==> src/hdl/video_test_pattern_generator_top_assert.svh <==
// ----------------------------------------------------------------------------
// Assertion macros for the test pattern generator
// Shared concurrent-assertion forms, clocked and gated by the active-low reset.
// ----------------------------------------------------------------------------
`ifndef VIDEO_TEST_PATTERN_GENERATOR_TOP_ASSERT_SVH
`define VIDEO_TEST_PATTERN_GENERATOR_TOP_ASSERT_SVH

// Same-cycle implication.
`define VTPG_ASSERT_NOW(label, clk, rst_n, ante, cons) \
    label: assert property (@(posedge clk) disable iff (!rst_n) (ante) |-> (cons)) \
        else $error("vtpg assertion failed");

// Next-cycle implication.
`define VTPG_ASSERT_NEXT(label, clk, rst_n, ante, cons) \
    label: assert property (@(posedge clk) disable iff (!rst_n) (ante) |=> (cons)) \
        else $error("vtpg assertion failed");

`endif

==> src/hdl/vtpg_pkg.sv <==
// ----------------------------------------------------------------------------
// vtpg_pkg
// Types, codes, palette and color tables of the test pattern generator.
// ----------------------------------------------------------------------------
`timescale 1ns / 1ps

package vtpg_pkg;

    typedef enum logic [2:0] {
        CFG_PATTERN = 3'd0,
        CFG_WIDTH   = 3'd1,
        CFG_HEIGHT  = 3'd2,
        CFG_HICOLOR = 3'd3,
        CFG_SOLID   = 3'd4,
        CFG_STEP    = 3'd5
    } t_cfg_idx;

    typedef enum logic [1:0] {
        PAT_BARS    = 2'd0,
        PAT_GRID    = 2'd1,
        PAT_SOLID   = 2'd2,
        PAT_RAINBOW = 2'd3
    } t_pattern;

    localparam logic [7:0] PAL_WHITE   = 8'd0;
    localparam logic [7:0] PAL_YELLOW  = 8'd1;
    localparam logic [7:0] PAL_CYAN    = 8'd2;
    localparam logic [7:0] PAL_GREEN   = 8'd3;
    localparam logic [7:0] PAL_MAGENTA = 8'd4;
    localparam logic [7:0] PAL_RED     = 8'd5;
    localparam logic [7:0] PAL_BLUE    = 8'd6;
    localparam logic [7:0] PAL_BLACK   = 8'd7;
    localparam logic [7:0] PAL_GRAY    = 8'd8;
    localparam logic [7:0] PAL_LGRAY   = 8'd9;

    localparam int CFG_DATA_W = 32;
    localparam int CFG_IDX_W  = 3;
    localparam int DIM_W      = 10;
    localparam int PIX_W      = 15;

    localparam logic [DIM_W-1:0] WIDTH_RESET  = 10'd320;
    localparam logic [DIM_W-1:0] HEIGHT_RESET = 10'd240;
    localparam logic [31:0]      STEP_RESET   = 32'd218;

    // Scan state of the pixel being produced, handed from counters to color logic.
    typedef struct packed {
        logic [DIM_W-1:0] column;
        logic [DIM_W-1:0] row;
        logic             line_end;
        logic             frame_end;
        logic [7:0]       pal_bar;
        logic             grid_white;
        logic [31:0]      sweep;
    } t_scan_info;

    // Palette entry packed as G-R-B 555, top 5 bits of each channel.
    function automatic logic [PIX_W-1:0] color_word(input logic [7:0] idx);
        logic [4:0] r;
        logic [4:0] g;
        logic [4:0] b;
        r = 5'd0;
        g = 5'd0;
        b = 5'd0;
        unique case (idx)
            PAL_WHITE:   begin r = 5'd31; g = 5'd31; b = 5'd31; end
            PAL_YELLOW:  begin r = 5'd31; g = 5'd31; end
            PAL_CYAN:    begin g = 5'd31; b = 5'd31; end
            PAL_GREEN:   begin g = 5'd31; end
            PAL_MAGENTA: begin r = 5'd31; b = 5'd31; end
            PAL_RED:     begin r = 5'd31; end
            PAL_BLUE:    begin b = 5'd31; end
            PAL_GRAY:    begin r = 5'd16; g = 5'd16; b = 5'd16; end
            PAL_LGRAY:   begin r = 5'd24; g = 5'd24; b = 5'd24; end
            default:     begin r = 5'd0; g = 5'd0; b = 5'd0; end
        endcase
        return {g, r, b};
    endfunction

    // Solid color choice to palette index; unused choices give black.
    function automatic logic [7:0] solid_index(input logic [2:0] choice);
        logic [7:0] idx;
        unique case (choice)
            3'd0:    idx = PAL_WHITE;
            3'd1:    idx = PAL_RED;
            3'd2:    idx = PAL_GREEN;
            3'd3:    idx = PAL_BLUE;
            default: idx = PAL_BLACK;
        endcase
        return idx;
    endfunction

endpackage

==> src/hdl/vtpg_in_if.sv <==
// ----------------------------------------------------------------------------
// vtpg_in_if
// Pixel slot request channel: valid/ready with the frame restart flag.
// ----------------------------------------------------------------------------
`timescale 1ns / 1ps

interface vtpg_in_if;
    logic valid;
    logic ready;
    logic frame_start;

    modport source (output valid, output frame_start, input ready);
    modport sink   (input valid, input frame_start, output ready);
endinterface

==> src/hdl/vtpg_out_if.sv <==
// ----------------------------------------------------------------------------
// vtpg_out_if
// Pixel result channel: valid/ready with pixel value, coordinates and flags.
// ----------------------------------------------------------------------------
`timescale 1ns / 1ps

interface vtpg_out_if;
    logic        valid;
    logic        ready;
    logic [14:0] pixel_value;
    logic [9:0]  column;
    logic [9:0]  row;
    logic        line_end;
    logic        frame_end;

    modport source (output valid, output pixel_value, output column, output row,
                    output line_end, output frame_end, input ready);
    modport sink   (input valid, input pixel_value, input column, input row,
                    input line_end, input frame_end, output ready);
endinterface

==> src/hdl/vtpg_scan.sv <==
// ----------------------------------------------------------------------------
// vtpg_scan
// Raster counters: column, row, bar, grid phase and sweep accumulator.
// ----------------------------------------------------------------------------
`timescale 1ns / 1ps

module vtpg_scan #(
    parameter int GRID_STEP = 16,
    parameter int BAR_COUNT = 8
) (
    input  logic                  i_clk,
    input  logic                  i_rst_n,
    input  logic                  i_advance,
    input  logic                  i_frame_start,
    input  logic [9:0]            i_frame_width,
    input  logic [9:0]            i_frame_height,
    input  logic [31:0]           i_rainbow_step,
    output vtpg_pkg::t_scan_info  o_info
);

    localparam int BI_W   = $clog2(BAR_COUNT);
    localparam int GP_W   = $clog2(GRID_STEP);
    localparam int PROD_W = 11 + BI_W + 1;

    logic [9:0]      r_col,    n_col;
    logic [9:0]      r_row,    n_row;
    logic [BI_W-1:0] r_bar,    n_bar;
    logic [9:0]      r_bpos,   n_bpos;
    logic [GP_W-1:0] r_col_ph, n_col_ph;
    logic [GP_W-1:0] r_row_ph, n_row_ph;
    logic [31:0]     r_sweep,  n_sweep;

    logic [9:0]        cur_col;
    logic [9:0]        cur_row;
    logic [BI_W-1:0]   cur_bar;
    logic [9:0]        cur_bpos;
    logic [GP_W-1:0]   cur_col_ph;
    logic [GP_W-1:0]   cur_row_ph;
    logic [31:0]       cur_sweep;
    logic [10:0]       col_inc;
    logic [10:0]       row_inc;
    logic              lend;
    logic              fend;
    logic              bar_narrow;
    logic              bar_step;
    logic [PROD_W-1:0] bar_limit;
    logic [PROD_W-1:0] width_ext;

    // Frame restart takes effect on this very pixel.
    assign cur_col    = i_frame_start ? '0 : r_col;
    assign cur_row    = i_frame_start ? '0 : r_row;
    assign cur_bar    = i_frame_start ? '0 : r_bar;
    assign cur_bpos   = i_frame_start ? '0 : r_bpos;
    assign cur_col_ph = i_frame_start ? '0 : r_col_ph;
    assign cur_row_ph = i_frame_start ? '0 : r_row_ph;
    assign cur_sweep  = i_frame_start ? '0 : r_sweep;

    assign col_inc = {1'b0, cur_col} + 11'd1;
    assign row_inc = {1'b0, cur_row} + 11'd1;
    assign lend    = col_inc >= {1'b0, i_frame_width};
    assign fend    = lend && (row_inc >= {1'b0, i_frame_height});

    // Bar width is width / BAR_COUNT; compare against multiples instead of dividing.
    assign width_ext  = PROD_W'(i_frame_width);
    assign bar_limit  = PROD_W'({1'b0, cur_bpos} + 11'd2) * PROD_W'(BAR_COUNT);
    assign bar_narrow = width_ext < PROD_W'(BAR_COUNT);
    assign bar_step   = (cur_bar != BI_W'(BAR_COUNT - 1)) && (width_ext < bar_limit);

    always_comb begin
        o_info.column     = cur_col;
        o_info.row        = cur_row;
        o_info.line_end   = lend;
        o_info.frame_end  = fend;
        o_info.pal_bar    = bar_narrow ? 8'(BAR_COUNT - 1) : 8'(cur_bar);
        o_info.grid_white = (cur_col_ph == '0) || (cur_row_ph == '0) ||
                            (col_inc == {1'b0, i_frame_width}) ||
                            (row_inc == {1'b0, i_frame_height});
        o_info.sweep      = cur_sweep;
    end

    always_comb begin
        n_col    = cur_col;
        n_row    = cur_row;
        n_bar    = cur_bar;
        n_bpos   = cur_bpos;
        n_col_ph = cur_col_ph;
        n_row_ph = cur_row_ph;
        n_sweep  = fend ? 32'd0 : cur_sweep + i_rainbow_step;
        if (lend) begin
            n_col    = '0;
            n_bar    = '0;
            n_bpos   = '0;
            n_col_ph = '0;
            if (fend) begin
                n_row    = '0;
                n_row_ph = '0;
            end else begin
                n_row    = row_inc[9:0];
                n_row_ph = (cur_row_ph == GP_W'(GRID_STEP - 1)) ? '0 : cur_row_ph + GP_W'(1);
            end
        end else begin
            n_col    = col_inc[9:0];
            n_col_ph = (cur_col_ph == GP_W'(GRID_STEP - 1)) ? '0 : cur_col_ph + GP_W'(1);
            if (bar_step) begin
                n_bar  = cur_bar + BI_W'(1);
                n_bpos = '0;
            end else begin
                n_bpos = cur_bpos + 10'd1;
            end
        end
    end

    always_ff @(posedge i_clk) begin
        if (!i_rst_n) begin
            r_col    <= '0;
            r_row    <= '0;
            r_bar    <= '0;
            r_bpos   <= '0;
            r_col_ph <= '0;
            r_row_ph <= '0;
            r_sweep  <= '0;
        end else if (i_advance) begin
            r_col    <= n_col;
            r_row    <= n_row;
            r_bar    <= n_bar;
            r_bpos   <= n_bpos;
            r_col_ph <= n_col_ph;
            r_row_ph <= n_row_ph;
            r_sweep  <= n_sweep;
        end
    end

endmodule

==> src/hdl/vtpg_color.sv <==
// ----------------------------------------------------------------------------
// vtpg_color
// Pattern select and pixel encoding: palette index, GRB555 word or rainbow sweep value.
// ----------------------------------------------------------------------------
`timescale 1ns / 1ps

module vtpg_color (
    input  vtpg_pkg::t_scan_info  i_info,
    input  vtpg_pkg::t_pattern    i_pattern,
    input  logic                  i_high_color,
    input  logic [2:0]            i_solid_choice,
    output logic [14:0]           o_pixel_value
);

    logic [7:0] pal_idx;

    always_comb begin
        pal_idx       = vtpg_pkg::PAL_BLACK;
        o_pixel_value = '0;
        unique case (i_pattern)
            vtpg_pkg::PAT_BARS: begin
                pal_idx = i_info.pal_bar;
            end
            vtpg_pkg::PAT_GRID: begin
                pal_idx = i_info.grid_white ? vtpg_pkg::PAL_WHITE : vtpg_pkg::PAL_BLACK;
            end
            vtpg_pkg::PAT_SOLID: begin
                pal_idx = vtpg_pkg::solid_index(i_solid_choice);
            end
            default: begin
                pal_idx = vtpg_pkg::PAL_BLACK;
            end
        endcase

        if (i_pattern == vtpg_pkg::PAT_RAINBOW) begin
            // Integer part of the 16.16 sweep.
            o_pixel_value = i_high_color ? i_info.sweep[30:16] : {7'd0, i_info.sweep[23:16]};
        end else begin
            o_pixel_value = i_high_color ? vtpg_pkg::color_word(pal_idx) : {7'd0, pal_idx};
        end
    end

endmodule

==> src/hdl/video_test_pattern_generator_top.sv <==
// ----------------------------------------------------------------------------
// video_test_pattern_generator_top
// An accepted pixel slot is encoded combinationally and loaded into the output register.
// Throughput: one pixel per cycle while the sink is ready; the output register frees as it is taken.
// The per-pixel path is the bar-limit constant multiply and the 32-bit sweep add.
// Reset (synchronous, active low) clears the scan counters and the output valid
// and loads the configuration defaults: bars, 320 x 240, palette mode, step 218.
// ----------------------------------------------------------------------------
`timescale 1ns / 1ps

`include "video_test_pattern_generator_top_assert.svh"

module video_test_pattern_generator_top #(
    parameter int GRID_STEP = 16,
    parameter int BAR_COUNT = 8
) (
    input  logic         i_clk,
    input  logic         i_rst_n,
    input  logic         i_cfg_we,
    input  logic [2:0]   i_cfg_idx,
    input  logic [31:0]  i_cfg_data,
    vtpg_in_if.sink      i_in,
    vtpg_out_if.source   o_out
);

    // Configuration registers, to be written only while the block is idle; the block does not enforce this.
    vtpg_pkg::t_pattern r_pattern;
    logic [9:0]         r_frame_width;
    logic [9:0]         r_frame_height;
    logic               r_high_color;
    logic [2:0]         r_solid_choice;
    logic [31:0]        r_rainbow_step;

    // Output register: holds one finished pixel until the sink takes it.
    logic        r_out_valid;
    logic [14:0] r_out_pixel;
    logic [9:0]  r_out_column;
    logic [9:0]  r_out_row;
    logic        r_out_line_end;
    logic        r_out_frame_end;

    logic                 in_acc;
    logic                 in_ready;
    logic [14:0]          pixel_value;
    vtpg_pkg::t_scan_info scan_info;

    // Take a new slot whenever the output register is empty or being drained.
    assign in_ready   = !r_out_valid || o_out.ready;
    assign i_in.ready = in_ready;
    assign in_acc     = i_in.valid && in_ready;

    // Decode configuration writes; drop writes to unused indexes.
    always_ff @(posedge i_clk) begin
        if (!i_rst_n) begin
            r_pattern      <= vtpg_pkg::PAT_BARS;
            r_frame_width  <= vtpg_pkg::WIDTH_RESET;
            r_frame_height <= vtpg_pkg::HEIGHT_RESET;
            r_high_color   <= 1'b0;
            r_solid_choice <= 3'd0;
            r_rainbow_step <= vtpg_pkg::STEP_RESET;
        end else if (i_cfg_we) begin
            unique case (vtpg_pkg::t_cfg_idx'(i_cfg_idx))
                vtpg_pkg::CFG_PATTERN: r_pattern      <= vtpg_pkg::t_pattern'(i_cfg_data[1:0]);
                vtpg_pkg::CFG_WIDTH:   r_frame_width  <= i_cfg_data[9:0];
                vtpg_pkg::CFG_HEIGHT:  r_frame_height <= i_cfg_data[9:0];
                vtpg_pkg::CFG_HICOLOR: r_high_color   <= i_cfg_data[0];
                vtpg_pkg::CFG_SOLID:   r_solid_choice <= i_cfg_data[2:0];
                vtpg_pkg::CFG_STEP:    r_rainbow_step <= i_cfg_data;
                default: ;
            endcase
        end
    end

    // Raster counters advance once per accepted slot.
    vtpg_scan #(
        .GRID_STEP (GRID_STEP),
        .BAR_COUNT (BAR_COUNT)
    ) u_scan (
        .i_clk          (i_clk),
        .i_rst_n        (i_rst_n),
        .i_advance      (in_acc),
        .i_frame_start  (i_in.frame_start),
        .i_frame_width  (r_frame_width),
        .i_frame_height (r_frame_height),
        .i_rainbow_step (r_rainbow_step),
        .o_info         (scan_info)
    );

    // Pick the pattern and encode the pixel.
    vtpg_color u_color (
        .i_info         (scan_info),
        .i_pattern      (r_pattern),
        .i_high_color   (r_high_color),
        .i_solid_choice (r_solid_choice),
        .o_pixel_value  (pixel_value)
    );

    // Valid tracks transactions; payload loads only on accept.
    always_ff @(posedge i_clk) begin
        if (!i_rst_n) begin
            r_out_valid <= 1'b0;
        end else if (in_acc) begin
            r_out_valid <= 1'b1;
        end else if (o_out.ready) begin
            r_out_valid <= 1'b0;
        end
    end

    always_ff @(posedge i_clk) begin
        if (in_acc) begin
            r_out_pixel     <= pixel_value;
            r_out_column    <= scan_info.column;
            r_out_row       <= scan_info.row;
            r_out_line_end  <= scan_info.line_end;
            r_out_frame_end <= scan_info.frame_end;
        end
    end

    assign o_out.valid       = r_out_valid;
    assign o_out.pixel_value = r_out_pixel;
    assign o_out.column      = r_out_column;
    assign o_out.row         = r_out_row;
    assign o_out.line_end    = r_out_line_end;
    assign o_out.frame_end   = r_out_frame_end;

    // A frame end is always a line end.
    `VTPG_ASSERT_NOW(a_fend_is_lend, i_clk, i_rst_n, r_out_valid && r_out_frame_end, r_out_line_end)
    // An accepted transaction always lands in the output register.
    `VTPG_ASSERT_NEXT(a_acc_fills_out, i_clk, i_rst_n, in_acc, r_out_valid)
    // A restarted scan reports the origin.
    `VTPG_ASSERT_NEXT(a_restart_origin, i_clk, i_rst_n, in_acc && i_in.frame_start, r_out_column == 10'd0 && r_out_row == 10'd0)
    // After a line end the next slot starts at column zero.
    `VTPG_ASSERT_NEXT(a_line_wrap, i_clk, i_rst_n, in_acc && scan_info.line_end, scan_info.column == 10'd0)

endmodule

==> src/flat_wrapper.sv <==
// flat-port wrapper written by rule: the top's interface ports become plain ports
module video_test_pattern_generator_top_flat 
#(
    parameter int GRID_STEP = 16,
    parameter int BAR_COUNT = 8
)
  (i_clk, i_rst_n, i_cfg_we, i_cfg_idx, i_cfg_data, i_in_valid, i_in_frame_start, i_in_ready, o_out_valid, o_out_pixel_value, o_out_column, o_out_row, o_out_line_end, o_out_frame_end, o_out_ready);
  vtpg_in_if i_in_i ();
  vtpg_out_if o_out_i ();
  input  logic i_clk;
  input  logic i_rst_n;
  input  logic i_cfg_we;
  input  logic [2:0] i_cfg_idx;
  input  logic [31:0] i_cfg_data;
  input wire logic [$bits(i_in_i.valid)-1:0] i_in_valid;
  input wire logic [$bits(i_in_i.frame_start)-1:0] i_in_frame_start;
  output wire logic [$bits(i_in_i.ready)-1:0] i_in_ready;
  output wire logic [$bits(o_out_i.valid)-1:0] o_out_valid;
  output wire logic [$bits(o_out_i.pixel_value)-1:0] o_out_pixel_value;
  output wire logic [$bits(o_out_i.column)-1:0] o_out_column;
  output wire logic [$bits(o_out_i.row)-1:0] o_out_row;
  output wire logic [$bits(o_out_i.line_end)-1:0] o_out_line_end;
  output wire logic [$bits(o_out_i.frame_end)-1:0] o_out_frame_end;
  input wire logic [$bits(o_out_i.ready)-1:0] o_out_ready;
  assign i_in_i.valid = i_in_valid;
  assign i_in_i.frame_start = i_in_frame_start;
  assign i_in_ready = i_in_i.ready;
  assign o_out_valid = o_out_i.valid;
  assign o_out_pixel_value = o_out_i.pixel_value;
  assign o_out_column = o_out_i.column;
  assign o_out_row = o_out_i.row;
  assign o_out_line_end = o_out_i.line_end;
  assign o_out_frame_end = o_out_i.frame_end;
  assign o_out_i.ready = o_out_ready;
  video_test_pattern_generator_top #(.GRID_STEP(GRID_STEP), .BAR_COUNT(BAR_COUNT)) u_core (.i_clk(i_clk), .i_rst_n(i_rst_n), .i_cfg_we(i_cfg_we), .i_cfg_idx(i_cfg_idx), .i_cfg_data(i_cfg_data), .i_in(i_in_i), .o_out(o_out_i));
endmodule
==> config.mk <==
export PLATFORM = sky130hd
export DESIGN_NAME = video_test_pattern_generator_top_flat
export DESIGN_NICKNAME = d
export VERILOG_FILES = /design/src/hdl/vtpg_pkg.sv /design/src/hdl/vtpg_in_if.sv /design/src/hdl/vtpg_out_if.sv /design/src/hdl/vtpg_scan.sv /design/src/hdl/vtpg_color.sv /design/src/hdl/video_test_pattern_generator_top.sv /design/src/flat_wrapper.sv
export VERILOG_INCLUDE_DIRS = /design/src /design/src/hdl
export SDC_FILE = /design/constraint.sdc
export NUM_CORES = 1
export LEC_CHECK = 0
export BUFFER_PORTS_ARGS = -buffer_cell sky130_fd_sc_hd__buf_2
export CAP_MARGIN = 20
export CORE_ASPECT_RATIO = 0.75
export CORE_MARGIN = 5
export CORE_UTILIZATION = 40
export CTS_CLUSTER_SIZE = 24
export DETAILED_ROUTE_END_ITERATION = 10
export PLACE_DENSITY = 0.66
export SLEW_MARGIN = 5
export SYNTH_ARGS = -nofsm -noshare
export SYNTH_HDL_FRONTEND = slang
export SYNTH_SLANG_ARGS = --single-unit
==> constraint.sdc <==
create_clock -name i_clk -period 4.7 [get_ports i_clk]
set_input_delay 0.235 -clock i_clk [delete_from_list [all_inputs] [get_ports i_clk]]
set_output_delay 0.235 -clock i_clk [all_outputs]
set_load 0.1 [all_outputs]
==> results.txt, run 1 <==
Uppermost layer routed = met5
Syn-to-layout area delta = 13.96%
Final Hold Fails = 0
Height of the die = 143.8 um
Hold_sp = i_cfg_data[11]
Hold_buf cts = 0
Req. time, crit path = 5.07 ns
Final Skew = 0.01017 ns
WS Path Type = reg -> reg
Achievable Freq = 256.0 MHz
CTS tree = done
Die Wd = 188.4 um
Final HPWL DP = 16920 um
Reg2reg setup slack = 0.79 ns
Metal3 WL = 1443 um
Wirelength per Cell = 16.18 um
Synthesized area = 0.009547 mm^2
Initial antenna violation count = 1
Crit path depth = 15
Buffers on Ports = 78
Met2 wire len = 10420 um
Reg2reg start = u_core.u_scan.r_row[0]
GP Congestion = 0.8595
Num Clock Sinks = 167
Synth Warn # = 0
Power per cell area = 310.2 mW/mm^2
Hold EP = u_core.r_rainbow_step[11]
Post-route ant nets = 0
Cell count after synthesis = 1122
Via count = 8200
Synth Register Bits = 167
Ys async rst share = 0%
Die footprint = 0.02709 mm^2
Max-cap violations = 0
Post-synth EDFFs = 37
Pin count of the biggest net entering global routing = 86
Worst Hold Class = in -> reg
First-pass GRT wire length = 39880 um
Most frequent cells in the layout = nand2_1, dfxtp_1, nor2b_1
CP top delay family = compound AO/OA/AOI/OAI gates
Crit path max fanout = 7
Final worst slack = 0.7934 ns
Diodes inserted = 0
Final min period = 3.907 ns
Worst-path clk slew = 0.07 ns
Worst setup SP type = flop
CP endpoint kind = flop
Met1 wire length = 12010 um
Dpl ws = 0.7298 ns
Top FF cell, synth = dfxtp_1
Starting Density = 40.24%
CTS Buffer Depth = 2
DR vias/cell = 5.463
Routed WL = 24290 um
Min-Delay Path Depth = 3
Final Core Density = 45.85%
Post-CTS Setup Bufs = 0
Slowest-stage cell, CP = a2111o_1
RSZ-0062 raised after global routing = false
Std-Cell Rows = 49
Worst skew pair latency = 0.44 ns
Core area = 0.02373 mm^2
Worst-Margin Slew = 0.9495 ns
Post-synth net total = 1230
PostCTS Resize Cnt = 0
First-pass detailed-route iteration total = 5
Max VDD drop = 234.0 uV
Commonest non-fill, non-tap cell in the layout = nand2_1
Layout cell share with drive strength beyond 1 = 11.63%
Total GRT Usage = 18.05%
# IOs = 80
Outcome = finished clean
Setup TNS = 0 ns
WP data arrival = 4.27 ns
Vias in the first global route = 7785
Leak = 4.568 nW
Final layout net count = 1290
Synth unique cells = 65
Drt first-iter violations = 650
Final Max Slew Viols = 0
Final setup fails = 0
H-tree level count = 4
Buf+Inv Stages, Crit Path = 2
Crit share post-route = 83.12%
Rel. slew slack = 36.57%
FF-to-FF path depth = 15
Global route total overflow = 0
RR Endpoint = u_core.u_scan.r_sweep[3]
Root buf cell = clkbuf_16
DRC violations left = 0
Crit-path cells = nor2b_1 > ha_1 > nand4_1 > nor3_1 > xnor2_1 > ha_1 > a21oi_1 > nor2b_1 > a2111o_1 > a21boi_1 > buf_4 > buf_4 > a2111oi_0 > a21oi_1 > nor2b_1
Worst path max stage delay = 0.47 ns
Avg Inst Size Synth = 8.509 um^2
Seq/Total Area, Yosys = 38.90%
TritonCTS Buffers = 17
Most used cell, CP = nor2b_1
-- routing by layer --
| layer | global-route usage [%] | vias up |
|---|---|---|
| li1 | - | 4086 |
| met1 | 25.71 | 3821 |
| met2 | 28.06 | 251 |
| met3 | 3.618 | 40 |
| met4 | 5.059 | 2 |
| met5 | 0 | - |
-- registers in the layout, indices dropped and copies added, names as in the netlist --
name / count
u_core.o_out.column: 10
u_core.o_out.frame_end: 1
u_core.o_out.line_end: 1
u_core.o_out.pixel_value: 15
u_core.o_out.row: 10
u_core.o_out.valid: 1
u_core.r_frame_height: 10
u_core.r_frame_width: 10
u_core.r_high_color: 1
u_core.r_pattern: 2
u_core.r_rainbow_step: 31
u_core.r_solid_choice: 3
u_core.u_scan.r_bar: 3
u_core.u_scan.r_bpos: 10
u_core.u_scan.r_col: 10
u_core.u_scan.r_col_ph: 4
u_core.u_scan.r_row: 10
u_core.u_scan.r_row_ph: 4
u_core.u_scan.r_sweep: 31
-- cell type report --
class                           count  area (um^2)
Clock buffer                       24        535.5
Clock inverter                      8        81.33
Fill cell                        2310        12850
Inverter                           45        168.9
Multi-Input combinational cell    854         5446
Sequential cell                   167         3714
Tap cell                          306        382.9
Timing Repair Buffer               97        550.5
-- metrics by stage --
stage / power, W / std cells / instance area, um^2 / hold slack (ns)
6_report: 0.003375 / 1501 / 10880 / 0.04625
5_1_grt: 0.003498 / 1501 / 10880 / 0.03768
4_1_cts: 0.003399 / 1500 / 10860 / 0.03697
3_5_place_dp: 0.001949 / 1468 / 10250 / 0.4489
3_3_place_gp: 0.001945 / 1467 / 10240 / 0.4429
2_1_floorplan: 0.001848 / 1122 / 9547 / 0.3590
-- tightest hold or removal path: stages --
cell and delay, ns:
buf_2 0.09, nand2_1 0.04, a21boi_0 0.06
-- cells by family after synthesis --
logic type	share of synthesized area, %
flip-flops	38.90
XOR/XNOR	4.404
multiplexers	1.062
buffers and inverters	4.102
adder cells (fa/ha/maj)	8.860
AND/OR/NAND/NOR	23.18
AO/OA/AOI/OAI	19.49
-- worst max path at each step --
stage / start / to / slack (ns)
2_1_floorplan: i_in_frame_start / u_core.u_scan.r_row[8] / 0.50
3_3_place_gp: i_in_frame_start / u_core.u_scan.r_sweep[29] / 0.71
3_5_place_dp: i_in_frame_start / u_core.u_scan.r_sweep[3] / 0.73
4_1_cts: u_core.u_scan.r_row[0] / u_core.u_scan.r_sweep[3] / 0.81
5_1_grt: u_core.u_scan.r_row[0] / u_core.u_scan.r_sweep[3] / 0.36
6_report: u_core.u_scan.r_row[0] / u_core.u_scan.r_sweep[3] / 0.79
-- synth_stat cells, drive strengths merged, types with 21 or more instances --
| cell | count | share of area [%] |
|---|---|---|
| nor3 | 21 | 1.1 |
| nor2b | 94 | 6.2 |
| inv | 45 | 1.8 |
| a21boi | 34 | 2.7 |
| nand3 | 39 | 2.0 |
| clkbuf | 50 | 2.0 |
| nor2 | 63 | 2.5 |
| ha | 66 | 8.7 |
| a21o | 21 | 1.7 |
| nand2 | 173 | 6.8 |
| a21oi | 67 | 3.5 |
| xnor2 | 25 | 2.3 |
| dfxtp | 130 | 27 |
| edfxtp | 37 | 12 |
| o21ai | 36 | 1.9 |
| xor2 | 23 | 2.1 |
-- where the power goes --
| group | internal (W) | switching (W) | total, W |
|---|---|---|---|
| logic | 0.000102 | 0.000290 | 0.000393 |
| registers | 0.00151 | 0.0000218 | 0.00153 |
| clock network | 0.000857 | 0.000599 | 0.00146 |
Note: power is estimated with default switching activity, not from simulation.
==> inputs of run 2 (changes only) <==
- PLACE_DENSITY: 0.66 -> 0.68
- clock period: 4.7 -> 3.5 ns (I/O delays scaled with it)
==> results.txt, run 2 (synthesized netlist as in run 1, its figures left out) <==
First-pass GRT wire length = 39960 um
Post-CTS Setup Bufs = 0
Final layout net count = 1341
Std-Cell Rows = 49
Layout cell share with drive strength beyond 1 = 14.85%
Filler cell count = 2243
Final min period = 3.387 ns
RSZ-0062 raised after global routing = true
First-pass detailed-route iteration total = 6
Buffers on Ports = 78
DR vias/cell = 5.409
GP Congestion = 0.9220
Finished Layout Cells = 1552
Syn-to-layout area delta = 18.41%
Final Hold Fails = 0
Core area = 0.02373 mm^2
Max VDD drop = 325.0 uV
Num Clock Sinks = 167
Internal power = 0.003099 W
Die footprint = 0.02709 mm^2
Drt first-iter violations = 669
Total GRT Usage = 17.99%
Worst-path clk slew = 0.07 ns
DRC violations left = 0
Crit path max fanout = 8
Outcome = finished clean
WS Path Type = reg -> reg
Global route total overflow = 0
Sw frac = 28.59%
Worst-Margin Slew = 0.8775 ns
Hold slack = 0.007497 ns
H-tree level count = 4
CTS tree = done
Req. time, crit path = 3.87 ns
Height of the die = 143.8 um
Final Skew = 0.01079 ns
Achievable Freq = 295.3 MHz
Most frequent cells in the layout = nand2_1, dfxtp_1, nor2b_1
Worst setup SP type = flop
CP endpoint kind = flop
Starting Density = 40.24%
Pin count of the biggest net entering global routing = 73
Max-cap violations = 0
Die Wd = 188.4 um
Rel. slew slack = 41.38%
CTS Buffer Depth = 2
TritonCTS Buffers = 17
Worst skew pair latency = 0.44 ns
# IOs = 80
Worst Hold Class = in -> reg
Final HPWL DP = 17340 um
Final setup fails = 0
Power per cell area = 383.9 mW/mm^2
NetSw = 0.001241 W
Wirelength per Cell = 15.71 um
WP data arrival = 3.76 ns
Combinational Power Share = 12.9%
Via count = 8395
Setup TNS = 0 ns
Diodes inserted = 0
Clock share of power = 39.9%
Commonest non-fill, non-tap cell in the layout = nand2_1
Crit share post-route = 96.76%
Final Max Slew Viols = 0
Inst Count DP = 1501
Post-route ant nets = 0
Root buf cell = clkbuf_16
Vias in the first global route = 7920
Initial antenna violation count = 0
Routed WL = 24390 um
Leak = 4.762 nW
Flop pwr share = 47.2%
-- run 2: cell count changes in the layout (fill, tap and decap cells not counted), moves of 3 or more --
cell / before / now
buf_4: 16 / 50
dlygate4sd3_1: 0 / 19
a2111oi_0: 7 / 3
o21ai_0: 33 / 29
o21ai_1: 3 / 7
a2111oi_2: 0 / 3
clkbuf_16: 20 / 17
dfxtp_1: 130 / 127
nor2b_1: 94 / 91
-- run 2: metrics by stage --
stage	power (W)	util (%)	setup slack, ns	instance area [um^2]
2_1_floorplan	0.002489	-	0.005451	9668
3_3_place_gp	0.002626	44.53	0.09770	10570
3_5_place_dp	0.002632	44.53	-0.0007279	10570
4_1_cts	0.004374	47.59	0.07640	11290
5_1_grt	0.004499	47.65	0.005342	11300
6_report	0.004340	47.65	0.1134	11300
-- run 2: worst max-delay path, stage by stage (launching register included) --
cell and delay, ns:
dfxtp_1 0.40, nor2b_4 0.20, ha_4 0.19, nand3_2 0.11, xnor2_1 0.23, ha_1 0.29, a21o_1 0.18, a211oi_1 0.23
o21ai_1 0.09, a2111o_1 0.46, a21boi_4 0.21, buf_4 0.18, a2111oi_0 0.35, a21oi_1 0.08, nor2b_1 0.12
-- run 2: metal layers --
| metal | up-vias | GRT usage (%) | routed length (um) | part of all wire, % |
|---|---|---|---|---|
| li1 | 4197 | - | - | - |
| met1 | 3944 | 24.86 | 11910 | 49 |
| met2 | 216 | 28.89 | 10780 | 44 |
| met3 | 38 | 2.671 | 1154 | 4.7 |
| met4 | 0 | 6.593 | 544 | 2.2 |
| met5 | - | 0 | 0 | 0 |
-- run 2: what timing repair did --
item,4_1_cts,5_1_grt
hold buffers,19,0
cloned,0,0
hold endpoints to repair,19,0
resized for setup,1,7
endpoints found under the setup margin,1,14
-- run 2: final cells by class --
class	count	area, um^2	area share (%)
clock buffer	19	432.9	3.830
clock inverter	13	101.3	0.8965
inverter	45	168.9	1.494
multi-input combinational	854	5523	48.85
sequential	167	3720	32.91
tap	306	382.9	3.387
timing repair buffer	148	975.9	8.633
-- run 2: path summary, 6_finish.rpt --
kind                            startpoint                   endpoint  slack, ns  depth (start not counted)
setup / recovery    u_core.u_scan.r_row[1]   u_core.u_scan.r_sweep[3]       0.11                         14
hold reg to reg   u_core.r_frame_height[1]   u_core.r_frame_height[1]       0.47                          2
hold / removal              i_cfg_data[29]  u_core.r_rainbow_step[29]      0.007                          3
setup reg to reg    u_core.u_scan.r_row[1]   u_core.u_scan.r_sweep[3]       0.11                         14
-- run 2: power by group through the flow --
stage / combinational, W / sequential (W) / clock [W]
floorplan: 0.000238 / 0.00225 / 0
global placement: 0.000536 / 0.00209 / 0
detailed placement: 0.000541 / 0.00209 / 0
CTS: 0.000560 / 0.00205 / 0.00177
global route: 0.000601 / 0.00205 / 0.00184
finish: 0.000560 / 0.00205 / 0.00173
==> inputs of run 3 (changes only) <==
- PLACE_DENSITY: 0.68 -> 0.66
- clock period: 3.5 -> 3.54 ns (I/O delays scaled with it)
==> results.txt, run 3 (synthesized netlist as in run 1, its figures left out) <==
Outcome = finished clean
Diodes inserted = 0
Req. time, crit path = 3.91 ns
Final Hold Fails = 0
Min-Delay Path Depth = 3
First-pass GRT wire length = 40790 um
DR vias/cell = 5.421
H-tree level count = 4
DP Area = 0.01057 mm^2
Die footprint = 0.02709 mm^2
Total power = 0.004575 W
# IOs = 80
Drt first-iter violations = 678
Final min period = 3.355 ns
Initial antenna violation count = 1
Max VDD drop = 272.7 uV
Vias in the first global route = 8044
Multi-input gate area = 0.005533 mm^2
Worst setup SP type = flop
CTS tree = done
WP data arrival = 3.73 ns
Design Area, Final = 0.01143 mm^2
DRC violations left = 0
First-pass detailed-route iteration total = 5
Worst-path clk slew = 0.07 ns
Final layout net count = 1343
Filler cell count = 2266
Std-Cell Rows = 49
Post-route ant nets = 0
Final setup fails = 0
Num Clock Sinks = 167
Layout cell share with drive strength beyond 1 = 15.54%
FF-to-FF path depth = 13
Achievable Freq = 298.0 MHz
Die Wd = 188.4 um
GP Congestion = 0.8985
Final Skew = 0.01002 ns
Leak = 4.832 nW
Rel. slew slack = 43.10%
Core area = 0.02373 mm^2
Worst Hold Class = in -> reg
Global route total overflow = 0
CTS Buffer Depth = 2
Syn-to-layout area delta = 19.74%
Via count = 8425
Buffers on Ports = 78
Most frequent cells in the layout = nand2_1, dfxtp_1, nor2b_1
Commonest non-fill, non-tap cell in the layout = nand2_1
WS Path Type = reg -> reg
Pin count of the biggest net entering global routing = 85
Starting Density = 40.24%
Height of the die = 143.8 um
Setup TNS = 0 ns
CP endpoint kind = flop
Crit share post-route = 94.79%
RSZ-0062 raised after global routing = true
Worst skew pair latency = 0.43 ns
Worst-Margin Slew = 0.8517 ns
Routed WL = 24840 um
Final Max Slew Viols = 0
FF/Latch Area = 0.003716 mm^2
Power per cell area = 400.2 mW/mm^2
Crit path max fanout = 10
Total GRT Usage = 18.43%
Root buf cell = clkbuf_16
Final HPWL DP = 17450 um
Final Core Density = 48.18%
TritonCTS Buffers = 17
Wirelength per Cell = 15.98 um
Max-cap violations = 0
==> run 3: timing repair <==
| item | 4_1_cts | 5_1_grt |
|---|---|---|
| setup buffers | 0 | 3 |
| hold buffers | 16 | 0 |
| hold endpoints to repair | 16 | 0 |
| resized for setup | 0 | 11 |
| endpoints found under the setup margin | 0 | 44 |
==> run 3: worst paths after layout <==
kind / from / endpoint / slack, ns
max: u_core.u_scan.r_row[1] / u_core.u_scan.r_sweep[30] / 0.18
min: i_cfg_data[26] / u_core.r_rainbow_step[26] / 0.01
max reg2reg: u_core.u_scan.r_row[1] / u_core.u_scan.r_sweep[30] / 0.18
min reg2reg: u_core.r_frame_height[2] / u_core.r_frame_height[2] / 0.46
==> run 3: cell type report <==
| type | count | share of cell area [%] |
|---|---|---|
| multi-input combinational | 854 | 48.40 |
| sequential | 167 | 32.51 |
| timing repair buffer | 150 | 8.746 |
| clock buffer | 19 | 4.061 |
| tap | 306 | 3.349 |
| inverter | 45 | 1.478 |
| clock inverter | 13 | 1.456 |
==> run 3: critical path: stages, from the launching register on <==
cell      delay [ns]
dfxtp_1         0.39
nor2b_4         0.21
ha_4            0.19
nand3_2         0.13
xnor2_2         0.22
ha_1            0.28
a21o_1          0.18
a211oi_1        0.24
o21ai_1         0.10
a2111o_1        0.45
a21boi_4        0.21
nor2_1          0.25
clkbuf_4        0.29
a221o_1         0.15
==> run 3: metrics by stage <==
step                      setup WS, ns  hold WS (ns)  std cells
after global routing         -0.003806       0.02408       1554
after global placement        -0.09792        0.4322       1502
after detailed placement       0.03728        0.4380       1502
final                           0.1846       0.01281       1554
after CTS                       0.1327     0.0005178       1550
after floorplan              -0.004231        0.3010       1122
==> run 3: per-layer routing <==
metal | routed length [um] | GRT usage [%] | vias up | share of wire, %
li1 | - | - | 4194 | -
met1 | 11800 | 24.95 | 3956 | 48
met3 | 1465 | 3.400 | 29 | 5.9
met2 | 11170 | 30.77 | 244 | 45
met4 | 392 | 4.676 | 2 | 1.6
met5 | 11 | 0 | - | 0.044
==> run 3: where the power goes <==
group	total [W]	leakage (nW)	switching [W]	internal [W]
clock	0.00199	0.302	0.000812	0.00118
combinational	0.000557	3.10	0.000394	0.000162
sequential	0.00203	1.43	0.0000281	0.00200
